File: src/sv/ife_pkg.sv
// Types, constants and parity table of the identification frame encoder.
`default_nettype none
package ife_pkg;

	localparam int ADDR_BITS   = 24;
	localparam int CALL_CHARS  = 8;
	localparam int CODE_BITS   = 6;
	localparam int CALL_BITS   = CALL_CHARS * CODE_BITS;
	localparam int HDR_BITS    = 40;
	localparam int DATA_BITS   = HDR_BITS + CALL_BITS;
	localparam int PAR_BITS    = 24;
	localparam int FRAME_BITS  = DATA_BITS + PAR_BITS;
	localparam int FRAME_BYTES = FRAME_BITS / 8;
	localparam int POS_BITS    = 4;

	localparam logic [PAR_BITS-1:0] PAR_POLY   = 24'hFFF409;
	localparam logic [4:0]          DF_CODE    = 5'd17;
	localparam logic [2:0]          CAPABILITY = 3'd5;
	localparam logic [4:0]          TYPE_CODE  = 5'd4;
	localparam logic [2:0]          EMIT_CAT   = 3'd0;
	localparam logic [7:0]          HDR_BYTE0  = {DF_CODE, CAPABILITY};
	localparam logic [7:0]          HDR_BYTE4  = {TYPE_CODE, EMIT_CAT};
	localparam logic [3:0]          MAX_LEN    = 4'(CALL_CHARS);
	localparam logic [POS_BITS-1:0] LAST_POS   = POS_BITS'(FRAME_BYTES - 1);

	localparam logic [7:0] CH_SPACE = 8'h20;
	localparam logic [7:0] CH_A     = 8'h41;
	localparam logic [7:0] CH_Z     = 8'h5A;
	localparam logic [7:0] CH_0     = 8'h30;
	localparam logic [7:0] CH_9     = 8'h39;

	typedef enum logic [1:0] {
		ST_OK       = 2'd0,
		ST_BAD_ADDR = 2'd1,
		ST_BAD_CALL = 2'd2
	} status_t;

	typedef struct packed {
		logic [CODE_BITS-1:0] code;
		logic                 bad;
		logic [PAR_BITS-1:0]  par;
	} lane_res_t;

	typedef struct packed {
		logic [FRAME_BITS-1:0] bits;
		status_t               status;
	} frame_t;

	typedef logic [DATA_BITS-1:0][PAR_BITS-1:0] par_tbl_t;

	// Parity of a message with only one data bit set, for each bit position.
	function automatic par_tbl_t build_par_tbl();
		par_tbl_t            tbl;
		logic [PAR_BITS-1:0] r;
		logic                top;
		for (int i = 0; i < DATA_BITS; i++) begin
			r = '0;
			for (int j = 0; j < DATA_BITS; j++) begin
				top = r[PAR_BITS-1];
				r = {r[PAR_BITS-2:0], 1'b0};
				if (top ^ (j == i)) begin
					r = r ^ PAR_POLY;
				end
			end
			tbl[i] = r;
		end
		return tbl;
	endfunction

	localparam par_tbl_t PAR_TBL = build_par_tbl();

	function automatic logic char_bad(input logic [7:0] ch);
		logic ok;
		ok = ((ch >= CH_A) && (ch <= CH_Z)) || ((ch >= CH_0) && (ch <= CH_9))
			|| (ch == CH_SPACE);
		return !ok;
	endfunction

endpackage
`default_nettype wire

File: src/sv/ife_in_if.sv
// Request channel carrying address and callsign into the encoder.
`default_nettype none
interface ife_in_if;
	logic        valid;
	logic        ready;
	logic [31:0] aircraft_address;
	logic [63:0] callsign_text;
	logic [3:0]  callsign_length;

	modport source (output valid, aircraft_address, callsign_text, callsign_length,
		input ready);
	modport sink (input valid, aircraft_address, callsign_text, callsign_length,
		output ready);
endinterface
`default_nettype wire

File: src/sv/ife_out_if.sv
// Byte channel carrying encoded frame bytes out of the encoder.
`default_nettype none
interface ife_out_if;
	logic       valid;
	logic       ready;
	logic [7:0] frame_byte;
	logic [3:0] byte_position;
	logic       is_last;
	logic [1:0] status;

	modport source (output valid, frame_byte, byte_position, is_last, status,
		input ready);
	modport sink (input valid, frame_byte, byte_position, is_last, status,
		output ready);
endinterface
`default_nettype wire

File: src/sv/ife_lane.sv
// One character lane: code, validity and parity share of one callsign character.
`default_nettype none
module ife_lane #(
	parameter int LANE_IDX = 0
) (
	input  wire logic              clk,
	input  wire logic              en,
	input  wire logic [7:0]        ch,
	input  wire logic              in_use,
	output ife_pkg::lane_res_t     res_s1
);
	localparam int BIT_BASE = ife_pkg::HDR_BITS + LANE_IDX * ife_pkg::CODE_BITS;

	logic [7:0]                        ch_eff;
	logic [ife_pkg::CODE_BITS-1:0]     code;
	logic [ife_pkg::PAR_BITS-1:0]      par;

	always_comb begin
		ch_eff = in_use ? ch : ife_pkg::CH_SPACE;
		code = ch_eff[ife_pkg::CODE_BITS-1:0];
		par = '0;
		for (int b = 0; b < ife_pkg::CODE_BITS; b++) begin
			if (code[ife_pkg::CODE_BITS-1-b]) begin
				par = par ^ ife_pkg::PAR_TBL[BIT_BASE + b];
			end
		end
	end

	always_ff @(posedge clk) begin
		if (en) begin
			res_s1.code <= code;
			res_s1.bad  <= ife_pkg::char_bad(ch_eff);
			res_s1.par  <= par;
		end
	end
endmodule
`default_nettype wire

File: src/sv/ife_merge.sv
// Merge stage: combine lane results with the header into a frame or an error.
`default_nettype none
module ife_merge (
	input  wire logic                                       clk,
	input  wire logic                                       arst_n,
	input  wire logic                                       valid_s1,
	input  wire logic [ife_pkg::ADDR_BITS-1:0]              addr_s1,
	input  wire logic                                       addr_bad_s1,
	input  wire logic                                       len_bad_s1,
	input  wire ife_pkg::lane_res_t [ife_pkg::CALL_CHARS-1:0] lanes_s1,
	input  wire logic                                       take,
	output logic                                            ready,
	output logic                                            valid_s2,
	output ife_pkg::frame_t                                 frame_s2
);
	logic [ife_pkg::HDR_BITS-1:0]  hdr;
	logic [ife_pkg::CALL_BITS-1:0] codes;
	logic [ife_pkg::PAR_BITS-1:0]  par;
	logic                          call_bad;
	ife_pkg::frame_t               frame_d;

	assign ready = !valid_s2 || take;

	always_comb begin
		hdr = {ife_pkg::HDR_BYTE0, addr_s1, ife_pkg::HDR_BYTE4};
		par = '0;
		for (int i = 0; i < ife_pkg::HDR_BITS; i++) begin
			if (hdr[ife_pkg::HDR_BITS-1-i]) begin
				par = par ^ ife_pkg::PAR_TBL[i];
			end
		end
		call_bad = len_bad_s1;
		codes = '0;
		for (int k = 0; k < ife_pkg::CALL_CHARS; k++) begin
			codes[ife_pkg::CALL_BITS-1-k*ife_pkg::CODE_BITS -: ife_pkg::CODE_BITS] =
				lanes_s1[k].code;
			par = par ^ lanes_s1[k].par;
			call_bad = call_bad || lanes_s1[k].bad;
		end
		priority if (addr_bad_s1) begin
			frame_d.bits   = '0;
			frame_d.status = ife_pkg::ST_BAD_ADDR;
		end else if (call_bad) begin
			frame_d.bits   = '0;
			frame_d.status = ife_pkg::ST_BAD_CALL;
		end else begin
			frame_d.bits   = {hdr, codes, par};
			frame_d.status = ife_pkg::ST_OK;
		end
	end

	always_ff @(posedge clk or negedge arst_n) begin
		if (!arst_n) begin
			valid_s2 <= 1'b0;
		end else if (ready) begin
			valid_s2 <= valid_s1;
		end
	end

	always_ff @(posedge clk) begin
		if (ready && valid_s1) begin
			frame_s2 <= frame_d;
		end
	end
endmodule
`default_nettype wire

File: src/sv/ife_ser.sv
// Serializer: send a held frame one byte per request, or a single error request.
`default_nettype none
module ife_ser (
	input  wire logic        clk,
	input  wire logic        arst_n,
	input  wire logic        valid_s2,
	input  wire ife_pkg::frame_t frame_s2,
	output logic             take,
	ife_out_if.source        result
);
	logic                                busy_q;
	logic [ife_pkg::POS_BITS-1:0]        pos_q;
	logic [ife_pkg::FRAME_BITS-1:0]      bits_q;
	ife_pkg::status_t                    status_q;
	logic                                last;
	logic                                sent;

	assign last = (status_q != ife_pkg::ST_OK) || (pos_q == ife_pkg::LAST_POS);
	assign sent = busy_q && result.ready;
	assign take = valid_s2 && (!busy_q || (sent && last));

	assign result.valid         = busy_q;
	assign result.frame_byte    = bits_q[ife_pkg::FRAME_BITS-1 -: 8];
	assign result.byte_position = pos_q;
	assign result.is_last       = last;
	assign result.status        = status_q;

	always_ff @(posedge clk or negedge arst_n) begin
		if (!arst_n) begin
			busy_q <= 1'b0;
			pos_q  <= '0;
		end else if (take) begin
			busy_q <= 1'b1;
			pos_q  <= '0;
		end else if (sent) begin
			busy_q <= !last;
			pos_q  <= pos_q + 1'b1;
		end
	end

	always_ff @(posedge clk) begin
		if (take) begin
			bits_q   <= frame_s2.bits;
			status_q <= frame_s2.status;
		end else if (sent) begin
			bits_q <= {bits_q[ife_pkg::FRAME_BITS-9:0], 8'h00};
		end
	end
endmodule
`default_nettype wire

File: src/sv/identification_frame_encoder.sv
// Identification frame encoder: eight character lanes, merge stage, byte serializer.
// A request accepted into the lane registers passes the merge register before the
// serializer sends its first byte. The one-byte result port sets throughput: a frame
// goes out as 14 bytes, an error request as one result. Lanes and merge stage take
// a new request while the serializer still sends, so frames follow with no gap.
// Reset (arst_n low) clears all valid flags and the byte counter at once.
`default_nettype none
module identification_frame_encoder (
	input  wire logic  clk,
	input  wire logic  arst_n,
	ife_in_if.sink     item,
	ife_out_if.source  result
);
	logic                                             valid_s1;
	logic                                             en1;
	logic                                             load1;
	logic [ife_pkg::ADDR_BITS-1:0]                    addr_s1;
	logic                                             addr_bad_s1;
	logic                                             len_bad_s1;
	ife_pkg::lane_res_t [ife_pkg::CALL_CHARS-1:0]     lanes_s1;
	logic                                             merge_ready;
	logic                                             valid_s2;
	ife_pkg::frame_t                                  frame_s2;
	logic                                             take;

	assign en1        = !valid_s1 || merge_ready;
	assign item.ready = en1;
	assign load1      = item.valid && en1;

	always_ff @(posedge clk or negedge arst_n) begin
		if (!arst_n) begin
			valid_s1 <= 1'b0;
		end else if (en1) begin
			valid_s1 <= item.valid;
		end
	end

	always_ff @(posedge clk) begin
		if (load1) begin
			addr_s1     <= item.aircraft_address[ife_pkg::ADDR_BITS-1:0];
			addr_bad_s1 <= |item.aircraft_address[31:ife_pkg::ADDR_BITS];
			len_bad_s1  <= item.callsign_length > ife_pkg::MAX_LEN;
		end
	end

	for (genvar k = 0; k < ife_pkg::CALL_CHARS; k++) begin : g_lane
		ife_lane #(
			.LANE_IDX(k)
		) u_lane (
			.clk    (clk),
			.en     (load1),
			.ch     (item.callsign_text[63-8*k -: 8]),
			.in_use (item.callsign_length > 4'(k)),
			.res_s1 (lanes_s1[k])
		);
	end

	ife_merge u_merge (
		.clk         (clk),
		.arst_n      (arst_n),
		.valid_s1    (valid_s1),
		.addr_s1     (addr_s1),
		.addr_bad_s1 (addr_bad_s1),
		.len_bad_s1  (len_bad_s1),
		.lanes_s1    (lanes_s1),
		.take        (take),
		.ready       (merge_ready),
		.valid_s2    (valid_s2),
		.frame_s2    (frame_s2)
	);

	ife_ser u_ser (
		.clk      (clk),
		.arst_n   (arst_n),
		.valid_s2 (valid_s2),
		.frame_s2 (frame_s2),
		.take     (take),
		.result   (result)
	);
endmodule
`default_nettype wire

File: src/flat_wrapper.sv
// flat-port wrapper written by rule: the top's interface ports become plain ports
module identification_frame_encoder_flat 
  (clk, arst_n, item_valid, item_aircraft_address, item_callsign_text, item_callsign_length, item_ready, result_valid, result_frame_byte, result_byte_position, result_is_last, result_status, result_ready);
  ife_in_if item_i ();
  ife_out_if result_i ();
  input  wire logic clk;
  input  wire logic arst_n;
  input wire logic [$bits(item_i.valid)-1:0] item_valid;
  input wire logic [$bits(item_i.aircraft_address)-1:0] item_aircraft_address;
  input wire logic [$bits(item_i.callsign_text)-1:0] item_callsign_text;
  input wire logic [$bits(item_i.callsign_length)-1:0] item_callsign_length;
  output wire logic [$bits(item_i.ready)-1:0] item_ready;
  output wire logic [$bits(result_i.valid)-1:0] result_valid;
  output wire logic [$bits(result_i.frame_byte)-1:0] result_frame_byte;
  output wire logic [$bits(result_i.byte_position)-1:0] result_byte_position;
  output wire logic [$bits(result_i.is_last)-1:0] result_is_last;
  output wire logic [$bits(result_i.status)-1:0] result_status;
  input wire logic [$bits(result_i.ready)-1:0] result_ready;
  assign item_i.valid = item_valid;
  assign item_i.aircraft_address = item_aircraft_address;
  assign item_i.callsign_text = item_callsign_text;
  assign item_i.callsign_length = item_callsign_length;
  assign item_ready = item_i.ready;
  assign result_valid = result_i.valid;
  assign result_frame_byte = result_i.frame_byte;
  assign result_byte_position = result_i.byte_position;
  assign result_is_last = result_i.is_last;
  assign result_status = result_i.status;
  assign result_i.ready = result_ready;
  identification_frame_encoder u_core (.clk(clk), .arst_n(arst_n), .item(item_i), .result(result_i));
endmodule
File: config.mk
export PLATFORM = sky130hd
export DESIGN_NAME = identification_frame_encoder_flat
export DESIGN_NICKNAME = d
export VERILOG_FILES = /design/src/sv/ife_pkg.sv /design/src/sv/ife_in_if.sv /design/src/sv/ife_out_if.sv /design/src/sv/ife_lane.sv /design/src/sv/ife_merge.sv /design/src/sv/ife_ser.sv /design/src/sv/identification_frame_encoder.sv /design/src/flat_wrapper.sv
export SDC_FILE = /design/constraint.sdc
export NUM_CORES = 1
export LEC_CHECK = 0
export ABC_AREA = 1
export BUFFER_PORTS_ARGS = -buffer_cell sky130_fd_sc_hd__buf_2
export CELL_PAD_IN_SITES_DETAIL_PLACEMENT = 2
export CELL_PAD_IN_SITES_GLOBAL_PLACEMENT = 2
export CORE_ASPECT_RATIO = 0.6
export CORE_MARGIN = 8
export CORE_UTILIZATION = 40
export CTS_CLUSTER_DIAMETER = 200
export CTS_CLUSTER_SIZE = 14
export DETAILED_ROUTE_END_ITERATION = 16
export GPL_ROUTABILITY_DRIVEN = 0
export PLACE_DENSITY_LB_ADDON = 0.08
export SYNTH_ARGS = -nofsm -noshare
export SYNTH_HDL_FRONTEND = slang
export SYNTH_SLANG_ARGS = --single-unit
File: constraint.sdc
create_clock -name clk -period 6.5 [get_ports clk]
set_clock_uncertainty 0.05 [all_clocks]
set_input_delay 0.65 -clock clk [delete_from_list [all_inputs] [get_ports clk]]
set_output_delay 0.65 -clock clk [all_outputs]
set_load 0.02 [all_outputs]
==> results by group, run 1 <==
Outcome
  • Status: completed

Pwr
  • P per Cell Area: 330.6 nW/µm²
  • Leakage power: 0.01205 µW
  • Worst VDD drop: 0.2190 mV

Routing
  • Via Count: 17890
  • Initial DRT Pass Iterations: 5
  • Drt initial violations: 1605
  • Drt via density: 5.278
  • Routed WL: 88480 µm
  • Wire length per cell: 26.11 µm
  • # DRC: 0
  • DRT antenna net count: 0

Setup path
  • Worst Path Max Fanout: 63
  • Worst Path Required: 6.78 ns
  • Crit path kind: register to register
  • CP endpoint kind: register
  • RR Startpoint: u_core.u_ser.result.byte_position[1]
  • R2r worst-path depth: 10
  • Reg-to-Reg End: u_core.u_ser.bits_q[26]
  • Crit start category: register
  • CP startpoint: u_core.u_ser.result.byte_position[1]
  • R2R Setup Slk: 2.64 ns
  • Arrival time of the worst setup path: 4.15 ns

Global route
  • Gr ovfl total: 0
  • Antenna violations before repair: 5
  • Largest net degree at the start of global routing: 125
  • GRT Total Usage: 25.44%
  • First-pass GRT wire length: 128200 µm
  • Vias in the first global route: 19240

Synthesis
  • Async S/R FF share, synth: 1.587%
  • Primary FF master, synth: edfxtp_1
  • Post-synth top area share: 54.19%
  • Post-synth EDFFs: 434
  • Area leader, netlist: edfxtp_1
  • Yosys reg bits: 441
  • Synth Cell Area: 24050 µm²
  • Syn nets: 2689
  • Syn_area_per_cell: 9.644 µm²
  • Largest cells by area after synthesis: edfxtp_1, nand2_1, xor2_1
  • Register area share after synthesis: 54.91%
  • Yosys Warn Count: 0
  • Synth Instances: 2494
  • Unique masters post-synth: 44

Floorplan
  • Top Ports: 121
  • Die width: 332.6 µm
  • # rows: 69
  • Die Ht: 205.9 µm
  • Core Area: 59310 µm²
  • Die ar.: 68490 µm²
  • Initial core utilization: 40.55%

Flow run
  • Maxcap violations: 0

Final layout
  • Core Util, Final: 44.63%
  • Nets: 2794
  • Fraction of layout cells with a size suffix above 1: 8.857%
  • # diodes: 0
  • Final instance area: 26470 µm²
  • Area growth syn-to-layout: 10.05%
  • Non-Filler Instances: 3389

Timing
  • Min Tclk post-route: 3.864 ns
  • Final slew viol count: 0
  • Fmax: 258.8 MHz
  • Worst-margin pin slew: 1.078 ns
  • Relative slew slack: 27.62%
  • Final setup fails: 0
  • Final Hold Viols: 0
  • RSZ-0062 raised after global routing: no
  • Final worst path period share: 59.44%
  • TNS Setup: 0 ns

Hold path
  • Hold endpoint: u_core.addr_s1[20]
  • Hold Path Origin: item_aircraft_address[20]
  • Hold depth: 1
  • Class of the worst hold path: input pin to register

Placement
  • Post-DP Area: 25440 µm²
  • IO buf count: 120
  • Detailed Place HPWL: 68800 µm
  • Placed cells: 3340

Clock network
  • Max Root-Sink Buffers: 3
  • Clock Sinks: 441
  • Clock Pin Slew Worst Setup and Hold Paths: 0.09 ns
  • CTS tree: yes
  • CTS buffer count: 37
  • Root buf cell: clkbuf_16
  • Worst-Skew Late Latency: 0.59 ns
  • CTS H-tree lvls: 2
==> layout make-up <==
| cell class | instances | area, µm² |
|---|---|---|
| repair buffers | 131 | 698.2 |
| fillers | 6325 | 32840 |
| multi-input cells | 1683 | 9404 |
| clock buffers | 45 | 977.2 |
| clock inverters | 3 | 45.04 |
| inverters | 305 | 1159 |
| flip-flops and latches | 441 | 13210 |
| well taps | 781 | 977.2 |
==> state kept, by name (all words and copies together), names as in the netlist <==
| register | cells |
|---|---|
| u_core.valid_s1 | 1 |
| u_core.u_merge.frame_s2 | 99 |
| u_core.len_bad_s1 | 1 |
| u_core.u_ser.result.byte_position | 4 |
| u_core.u_ser.bits_q | 112 |
| u_core.g_lane.u_lane.res_s1 | 195 |
| u_core.u_merge.valid_s2 | 1 |
| u_core.u_ser.result.status | 2 |
| u_core.addr_s1 | 24 |
| u_core.addr_bad_s1 | 1 |
| u_core.u_ser.result.valid | 1 |
==> routing by layer <==
layer	vias up	wire length (µm)	global-route usage, %
li1	8126	-	-
met4	2	2229	6.347
met2	451	39440	40.47
met1	9212	41710	36.70
met3	96	5089	3.473
met5	-	13	0
==> metrics by stage <==
| step | setup slack (ns) | hold WS, ns | power [µW] |
|---|---|---|---|
| finish | 2.636 | 0.1756 | 8751 |
| global route | 2.249 | 0.1683 | 9162 |
| CTS | 2.515 | 0.1454 | 8801 |
| detailed placement | 2.540 | 0.3931 | 6633 |
| global placement | 2.767 | 0.3925 | 6447 |
| floorplan | 0.2499 | 0.3044 | 5670 |
==> where the power goes <==
group	internal, µW	switching (µW)	total, µW
clock network	1070	1070	2140
logic	718	1660	2380
registers	3830	406	4240
total	5610	3140	8750
==> cell usage after synthesis (3+ instances only) <==
| master | number |
|---|---|
| o21ai_0 | 32 |
| o22ai_1 | 4 |
| xor2_1 | 176 |
| xnor2_1 | 133 |
| xor2_2 | 5 |
| or2_2 | 4 |
| a21oi_1 | 34 |
| nand2_2 | 8 |
| nor2_2 | 10 |
| dfrtp_1 | 7 |
| inv_2 | 9 |
| buf_2 | 26 |
| inv_1 | 295 |
| nand2_1 | 825 |
| o21ai_2 | 6 |
| buf_4 | 9 |
| nand3b_1 | 28 |
| nand4_1 | 21 |
| nor2_4 | 4 |
| o31ai_1 | 4 |
| edfxtp_1 | 434 |
| nor2_1 | 178 |
| ha_1 | 91 |
| nand3_1 | 91 |
| o21bai_1 | 4 |
| clkbuf_1 | 28 |
| a21boi_0 | 3 |
==> logic make-up after synthesis <==
| group | count (synthesis) | share of synthesized area [%] |
|---|---|---|
| simple gates | 1177 | 20.03 |
| fa+ha+maj | 91 | 4.734 |
| xor+xnor | 316 | 11.77 |
| buf+inv | 370 | 6.060 |
| compound gates | 99 | 2.492 |
| flops | 441 | 54.91 |
==> cell usage in the layout, fill, tap and decap left out, drive strengths merged, types with 2 or more instances in the layout <==
master and count:
inv 306, nand4 21, buf 130, or2 4, nand3 91, nand2 835, clkinv 2, o22ai 4
edfxtp 434, ha 91, a21oi 37, o31ai 4, nor4 2, o21ai 39, nor2 193, xor2 182
o21bai 4, a22o 2, a21boi 3, nand3b 28, dfrtp 7, a31oi 2, xnor2 134, a32oi 2
clkbuf 45, nand2b 2
==> how the worst max path moves through the flow <==
stage,endpoint
finish,u_core.u_ser.bits_q[26]
global route,u_core.u_ser.bits_q[29]
CTS,u_core.u_ser.bits_q[58]
detailed placement,u_core.u_ser.bits_q[58]
global placement,u_core.u_ser.bits_q[25]
floorplan,u_core.addr_bad_s1
==> worst max-delay path, cell delays in order (launching register included) <==
cell      delay [ns]
dfrtp_1         0.41
inv_1           0.10
ha_1            0.16
nand3_1         0.14
nand4_1         0.15
nand2_1         0.13
nor2_4          0.64
clkinv_2        0.95
buf_4           0.61
nand2_1         0.18
nand2_1         0.06
==> repair_timing <==
action	4_1_cts	5_1_grt
resized for setup	0	0
buffers inserted	0	0
endpoints found under the hold margin	7	0
hold buffers	1	0
Note: power is estimated with default switching activity, not from simulation.
==> run 2: changes to the inputs <==
==> constraint.sdc (replaced) <==
create_clock -name clk -period 3.8 [get_ports clk]
set_clock_uncertainty 0.05 [all_clocks]
set_input_delay 0.38 -clock clk [delete_from_list [all_inputs] [get_ports clk]]
set_output_delay 0.38 -clock clk [all_outputs]
set_load 0.02 [all_outputs]
==> run 2 against run 1 <==
Sequential power grew 68%. Final area grew 1.8%. Core utilization grew 0.82 points. Power grew 73%. Via count grew 1.2%. First-iteration DRC count shrank 3.5%. Critical path depth grew 3. Die area is the same. Highest routed layer is now met4. Global-route usage grew 0.16 points. Count of clock-buffer cells in the layout grew 1. Final cell count grew 1.3%.
==> results by group, run 2 (same netlist as run 1, synthesis figures left out) <==
Global route
  • Met3 Usage GRT: 4.185% (was 3.473%)
  • Vias in the first global route: 19440 (was 19240)
  • Global Route met1 Usage: 36.10% (was 36.70%)
  • Grt met2 use: 41.07% (was 40.47%)
  • First-pass GRT wire length: 129000 µm (was 128200 µm)
  • GRT Total Usage: 25.60% (was 25.44%)
  • Largest net degree at the start of global routing: 73 (was 125)
  • Most Used Layer, Global Route: met2 (unchanged)
  • Antenna violations before repair: 3 (was 5)
  • Gr ovfl total: 0 (unchanged)

Clock network
  • Max Root-Sink Buffers: 3 (unchanged)
  • CTS hold repair buffers: 26 (was 1)
  • Resized cells post-CTS: 0 (unchanged)
  • Worst-Skew Late Latency: 0.58 ns (was 0.59 ns)
  • Clock Sinks: 441 (unchanged)
  • Root buf cell: clkbuf_16 (unchanged)
  • CTS tree: yes (unchanged)
  • Clock Pin Slew Worst Setup and Hold Paths: 0.08 ns (was 0.09 ns)
  • CTS buffer count: 37 (unchanged)
  • Postcts setup bufs: 0 (unchanged)
  • CTS H-tree lvls: 2 (unchanged)

Final layout
  • FILL cells: 6312 (was 6325)
  • Max reg flops: 195 (unchanged)
  • Largest reg by FF count: u_core.g_lane.u_lane.res_s1 (unchanged)
  • Fraction of layout cells with a size suffix above 1: 9.691% (was 8.857%)
  • Top Registers: u_core.g_lane.u_lane.res_s1: 195 flops, u_core.u_ser.bits_q: 112 flops, u_core.u_merge.frame_s2: 99 flops (unchanged)
  • Commonest non-fill, non-tap cells in the layout: nand2_1, edfxtp_1, inv_1 (unchanged)
  • Nets: 2838 (was 2794)
  • Area growth syn-to-layout: 12.06% (was 10.05%)
  • Commonest non-fill, non-tap cell in the layout: nand2_1 (unchanged)
  • Non-Filler Instances: 3434 (was 3389)
  • Final instance area: 26950 µm² (was 26470 µm²)

Setup path
  • Worst Path Max Fanout: 8 (was 63)
  • Crit path kind: register to register (unchanged)
  • Worst Path Required: 4.08 ns (was 6.78 ns)
  • CP endpoint kind: register (unchanged)
  • Crit start category: register (unchanged)
  • Arrival time of the worst setup path: 3.08 ns (was 4.15 ns)

Routing
  • # DRC: 0 (unchanged)
  • Drt initial violations: 1549 (was 1605)
  • Drt via density: 5.269 (was 5.278)
  • Wire length per cell: 25.93 µm (was 26.11 µm)
  • DRT antenna net count: 0 (unchanged)
  • Routed WL: 89040 µm (was 88480 µm)
  • Via Count: 18090 (was 17890)
  • Initial DRT Pass Iterations: 5 (unchanged)

Timing
  • Min Tclk post-route: 2.802 ns (was 3.864 ns)
  • Worst-margin pin slew: 0.9820 ns (was 1.078 ns)
  • Hold slack: 0.04789 ns (was 0.1756 ns)
  • Relative slew slack: 34.07% (was 27.62%)
  • Final WS setup: 0.9984 ns (was 2.636 ns)
  • Final Hold Viols: 0 (unchanged)
  • TNS Setup: 0 ns (unchanged)
  • Final setup fails: 0 (unchanged)
  • Fmax: 356.9 MHz (was 258.8 MHz)
  • RSZ-0062 raised after global routing: no (unchanged)
  • Final slew viol count: 0 (unchanged)
  • Final worst path period share: 73.73% (was 59.44%)

Pwr
  • Leakage power: 0.01227 µW (was 0.01205 µW)
  • Switching part of the total: 36.04% (was 35.87%)
  • Clock share of power: 24.0% (was 24.5%)
  • NetSw: 5444 µW (was 3139 µW)
  • Worst VDD drop: 0.2641 mV (was 0.2190 mV)
  • Gate power share: 28.7% (was 27.1%)
  • P_int: 9661 µW (was 5612 µW)
  • P per Cell Area: 560.4 nW/µm² (was 330.6 nW/µm²)
  • Seq pwr share: 47.3% (was 48.4%)

Flow run
  • Maxcap violations: 0 (unchanged)

Hold path
  • Class of the worst hold path: input pin to register (unchanged)

Floorplan
  • Die Ht: 205.9 µm (unchanged)
  • # rows: 69 (unchanged)
  • Initial core utilization: 40.55% (unchanged)
  • Die ar.: 68490 µm² (unchanged)
  • Core Area: 59310 µm² (unchanged)
  • Top Ports: 121 (unchanged)
  • Die width: 332.6 µm (unchanged)

Placement
  • Post-DP Area: 25680 µm² (was 25440 µm²)
  • IO buf count: 120 (unchanged)
  • Placed cells: 3359 (was 3340)
  • Detailed Place HPWL: 69460 µm (was 68800 µm)
  • Post-Place Worst Slack: 0.8993 ns (was 2.540 ns)

Outcome
  • Status: completed (unchanged)
## run 2: cell type report
type                    instances  area [µm²]  share of cell area, %
repair buffers                175        1166                  4.326
clock buffers                  46       980.9                  3.639
diodes                          1       2.502               0.009284
multi-input cells            1683        9437                  35.01
flip-flops and latches        441       13210                  49.01
well taps                     781       977.2                  3.625
inverters                     305        1155                  4.285
clock inverters                 2       25.02                0.09284
## run 2: worst paths after layout
path | to | depth (start not counted) | slack, ns | start
min in group asynchronous | u_core.u_merge.valid_s2 | 2 | 0.16 | arst_n
max reg2reg | u_core.u_merge.frame_s2[2] | 13 | 1.0 | u_core.addr_s1[11]
min | u_core.addr_bad_s1 | 3 | 0.05 | item_aircraft_address[29]
max in group asynchronous | u_core.u_ser.result.byte_position[0] | 2 | 3.35 | arst_n
max | u_core.u_merge.frame_s2[2] | 13 | 1.0 | u_core.addr_s1[11]
min reg2reg | u_core.u_ser.result.status[0] | 0 | 0.38 | u_core.u_merge.frame_s2[0]
## run 2: routing by layer
metal / routed length, µm / share of wire (%)
met3: 6391 / 7.2
met1: 40690 / 46
met4: 2175 / 2.4
met5: 0 / 0
met2: 39780 / 45
## run 2: power by group through the flow
stage               Sequential [µW]  Combinational (µW)  Clock [µW]
finish                         7140                4330        3630
global route                   7200                4720        3880
CTS                            7140                4310        3720
detailed placement             7230                4240           0
global placement               7180                3990           0
floorplan                      6960                2730           0
## run 2: worst max-delay path: stages, from the launching register on
cell      delay [ns]
edfxtp_1        0.73
inv_1           0.27
nand2_1         0.13
nand2_1         0.24
inv_1           0.34
nand2_1         0.13
nand2_1         0.08
nand2_1         0.08
nand2_1         0.08
nand2_1         0.05
nand2_1         0.18
nand2_1         0.07
nand2_1         0.06
nor2_1          0.04
## run 2: per-stage QoR
stage / total power, µW / util, %
6_report: 15110 / 45.44
4_1_cts: 15170 / 45.44
3_5_place_dp: 11480 / 43.31
5_1_grt: 15800 / 45.44
3_3_place_gp: 11170 / 43.31
2_1_floorplan: 9690 / -
==> run 3: changes to the inputs <==
==> constraint.sdc (replaced) <==
create_clock -name clk -period 2.65 [get_ports clk]
set_clock_uncertainty 0.05 [all_clocks]
set_input_delay 0.265 -clock clk [delete_from_list [all_inputs] [get_ports clk]]
set_output_delay 0.265 -clock clk [all_outputs]
set_load 0.02 [all_outputs]
==> run 3 against run 2 <==
Hold slack got worse by 0.024 ns. Sequential share of layout area decreased by 1.5 points. Critical path type unchanged. Largest power group unchanged. Die area unchanged. Routed wire length increased by 4.0%. First-iteration DRC count increased by 7.7%. Register-to-register slack got worse by 0.78 ns. Final cell count increased by 2.6%. Worst setup slack got worse by 0.78 ns. Combinational power increased by 50%.
==> results by group, run 3 (same netlist as run 1, synthesis figures left out) <==
Setup path
  • CP endpoint: u_core.u_merge.frame_s2[3] (was u_core.u_merge.frame_s2[2])
  • Reg-to-Reg End: u_core.u_merge.frame_s2[3] (was u_core.u_merge.frame_s2[2])
  • Critical Path, Cell by Cell: nor2_1 -> buf_4 -> nand2_1 -> nor3_1 -> buf_4 -> nand4_1 -> buf_4 -> nor2_2 -> buf_12 -> nand2_1 -> nor2_1 (was inv_1 -> nand2_1 -> nand2_1 -> inv_1 -> nand2_1 -> nand2_1 -> nand2_1 -> nand2_1 -> nand2_1 -> nand2_1 -> nand2_1 -> nand2_1 -> nor2_1)
  • Top delay family on crit path: simple AND/OR/NAND/NOR gates (unchanged)
  • Crit start category: register (unchanged)
  • Crit path buf inv count: 4 (was 2)
  • Crit path kind: register to register (unchanged)
  • CP max stage cell: edfxtp_1 (unchanged)
  • RR Startpoint: u_core.g_lane[1].u_lane.res_s1[24] (was u_core.addr_s1[11])
  • Levels on crit path: 11 (was 13)
  • CP max stage delay: 0.46 ns (was 0.73 ns)
  • CP startpoint: u_core.g_lane[1].u_lane.res_s1[24] (was u_core.addr_s1[11])
  • R2R Setup Slk: 0.22 ns (was 1.0 ns)
  • Worst Path Max Fanout: 25 (was 8)
  • Worst Path Required: 2.98 ns (was 4.08 ns)
  • R2r worst-path depth: 11 (was 13)
  • Worst path most repeated cell: buf_4 (was nand2_1)
  • Arrival time of the worst setup path: 2.76 ns (was 3.08 ns)
  • CP endpoint kind: register (unchanged)

Routing
  • Via Count: 18620 (was 18090)
  • Drt via density: 5.282 (was 5.269)
  • DRT antenna net count: 0 (unchanged)
  • Drt initial violations: 1668 (was 1549)
  • Routed WL: 92630 µm (was 89040 µm)
  • Initial DRT Pass Iterations: 5 (unchanged)
  • # DRC: 0 (unchanged)
  • Wire length per cell: 26.28 µm (was 25.93 µm)

Clock network
  • Clock Pin Slew Worst Setup and Hold Paths: 0.07 ns (was 0.08 ns)
  • Max Root-Sink Buffers: 3 (unchanged)
  • Clock Sinks: 441 (unchanged)
  • Worst-Skew Late Latency: 0.58 ns (about the same)
  • CTS H-tree lvls: 2 (unchanged)
  • Root buf cell: clkbuf_16 (unchanged)
  • CTS tree: yes (unchanged)
  • CTS buffer count: 37 (unchanged)

Global route
  • Vias in the first global route: 20200 (was 19440)
  • Largest net degree at the start of global routing: 95 (was 73)
  • GRT Total Usage: 26.67% (was 25.60%)
  • First-pass GRT wire length: 134800 µm (was 129000 µm)
  • Gr ovfl total: 0 (unchanged)
  • Antenna violations before repair: 4 (was 3)

Pwr
  • P per Cell Area: 791.2 nW/µm² (was 560.4 nW/µm²)
  • Leakage power: 0.01272 µW (was 0.01227 µW)
  • Total Power: 21980 µW (was 15110 µW)
  • Worst VDD drop: 0.4187 mV (was 0.2641 mV)

Final layout
  • Fraction of layout cells with a size suffix above 1: 12.06% (was 9.691%)
  • Top Registers: u_core.g_lane.u_lane.res_s1: 195 flops, u_core.u_ser.bits_q: 112 flops, u_core.u_merge.frame_s2: 99 flops (unchanged)
  • Nets: 2930 (was 2838)
  • Commonest non-fill, non-tap cells in the layout: nand2_1, edfxtp_1, inv_1 (unchanged)
  • Max reg flops: 195 (unchanged)
  • Commonest non-fill, non-tap cell in the layout: nand2_1 (unchanged)
  • FILL cells: 6382 (was 6312)
  • Area growth syn-to-layout: 15.50% (was 12.06%)
  • Largest reg by FF count: u_core.g_lane.u_lane.res_s1 (unchanged)
  • # diodes: 0 (was 1)

Timing
  • Final slew viol count: 0 (unchanged)
  • Final worst path period share: 91.84% (was 73.73%)
  • Final Hold Viols: 0 (unchanged)
  • RSZ-0062 raised after global routing: no (unchanged)
  • Final setup fails: 0 (unchanged)
  • Min Tclk post-route: 2.434 ns (was 2.802 ns)
  • Relative slew slack: 42.10% (was 34.07%)
  • TNS Setup: 0 ns (unchanged)
  • Worst-margin pin slew: 0.8655 ns (was 0.9820 ns)
  • Fmax: 410.9 MHz (was 356.9 MHz)

Hold path
  • Hold Path Origin: item_callsign_text[56] (was item_aircraft_address[29])
  • Class of the worst hold path: input pin to register (unchanged)

Floorplan
  • Core Area: 59310 µm² (unchanged)
  • Die Ht: 205.9 µm (unchanged)
  • # rows: 69 (unchanged)
  • Initial core utilization: 40.55% (unchanged)
  • Top Ports: 121 (unchanged)
  • Die width: 332.6 µm (unchanged)
  • Die ar.: 68490 µm² (unchanged)

Placement
  • Detailed Place HPWL: 72300 µm (was 69460 µm)
  • IO buf count: 120 (unchanged)

Outcome
  • Status: completed (unchanged)

Flow run
  • Maxcap violations: 0 (unchanged)
## run 3: cell count changes in the layout (fill, tap and decap cells not counted), sizes merged
cell / before / now
buf: 149 / 222
clkinvlp: 1 / 2
diode: 1 / 0
dlygate4sd3: 26 / 45
inv: 304 / 303
## run 3: worst register-to-register path: stages, from the launching register on
cell and delay [ns]:
edfxtp_1 0.46, nor2_1 0.14, buf_4 0.14, nand2_1 0.06, nor3_1 0.18, buf_4 0.19, nand4_1 0.10, buf_4 0.18
nor2_2 0.17, buf_12 0.23, nand2_1 0.12, nor2_1 0.22
## run 3: per-layer routing
layer | GRT usage (%) | vias up | wire, µm
li1 | - | 8401 | -
met5 | 0 | - | 0
met3 | 3.895 | 124 | 5880
met2 | 43.35 | 530 | 41560
met4 | 8.170 | 0 | 3022
met1 | 36.99 | 9563 | 42160
## run 3: layout make-up
| class | instances | area (µm²) | area share [%] |
|---|---|---|---|
| flip-flops and latches | 441 | 13210 | 47.56 |
| multi-input cells | 1683 | 9437 | 33.97 |
| repair buffers | 267 | 1992 | 7.171 |
| inverters | 305 | 1156 | 4.162 |
| clock buffers | 46 | 980.9 | 3.531 |
| well taps | 781 | 977.2 | 3.518 |
| clock inverters | 2 | 25.02 | 0.09008 |
## run 3: how the worst min path moves through the flow
| stage | endpoint | slack (ns) | cells after the start |
|---|---|---|---|
| global route | u_core.g_lane[2].u_lane.res_s1[13] | 0.02 | 2 |
| floorplan | u_core.u_merge.valid_s2 | -0.08 | 0 |
| CTS | u_core.g_lane[2].u_lane.res_s1[13] | 0.0004 | 2 |
| finish | u_core.g_lane[0].u_lane.res_s1[19] | 0.02 | 2 |
| detailed placement | u_core.u_ser.result.byte_position[2] | 0.07 | 1 |
| global placement | u_core.u_ser.result.byte_position[2] | 0.06 | 1 |
## run 3: repair_timing
action | 4_1_cts | 5_1_grt
hold endpoints to repair | 46 | 0
setup endpoints to repair | 0 | 0
hold buffers | 45 | 0
gates resized for setup | 0 | 0
setup buffers | 0 | 0
## run 3: power breakdown
| group | switching, µW | internal, µW |
|---|---|---|
| Clock | 2670 | 2600 |
| Sequential | 859 | 9380 |
| Combinational | 4390 | 2080 |
## run 3: through the flow
| step | utilization, % | hold WS [ns] | setup WS (ns) | cell area [µm²] | cells |
|---|---|---|---|---|---|
| 2_1_floorplan | - | -0.08059 | -2.302 | 24100 | 2494 |
| 3_3_place_gp | 44.38 | 0.06214 | 0.2347 | 26320 | 3432 |
| 3_5_place_dp | 44.38 | 0.06859 | 0.09061 | 26320 | 3432 |
| 4_1_cts | 46.84 | 0.0003602 | 0.2436 | 27780 | 3525 |
| 5_1_grt | 46.84 | 0.02493 | 0.1045 | 27780 | 3525 |
| 6_report | 46.84 | 0.02427 | 0.2161 | 27780 | 3525 |
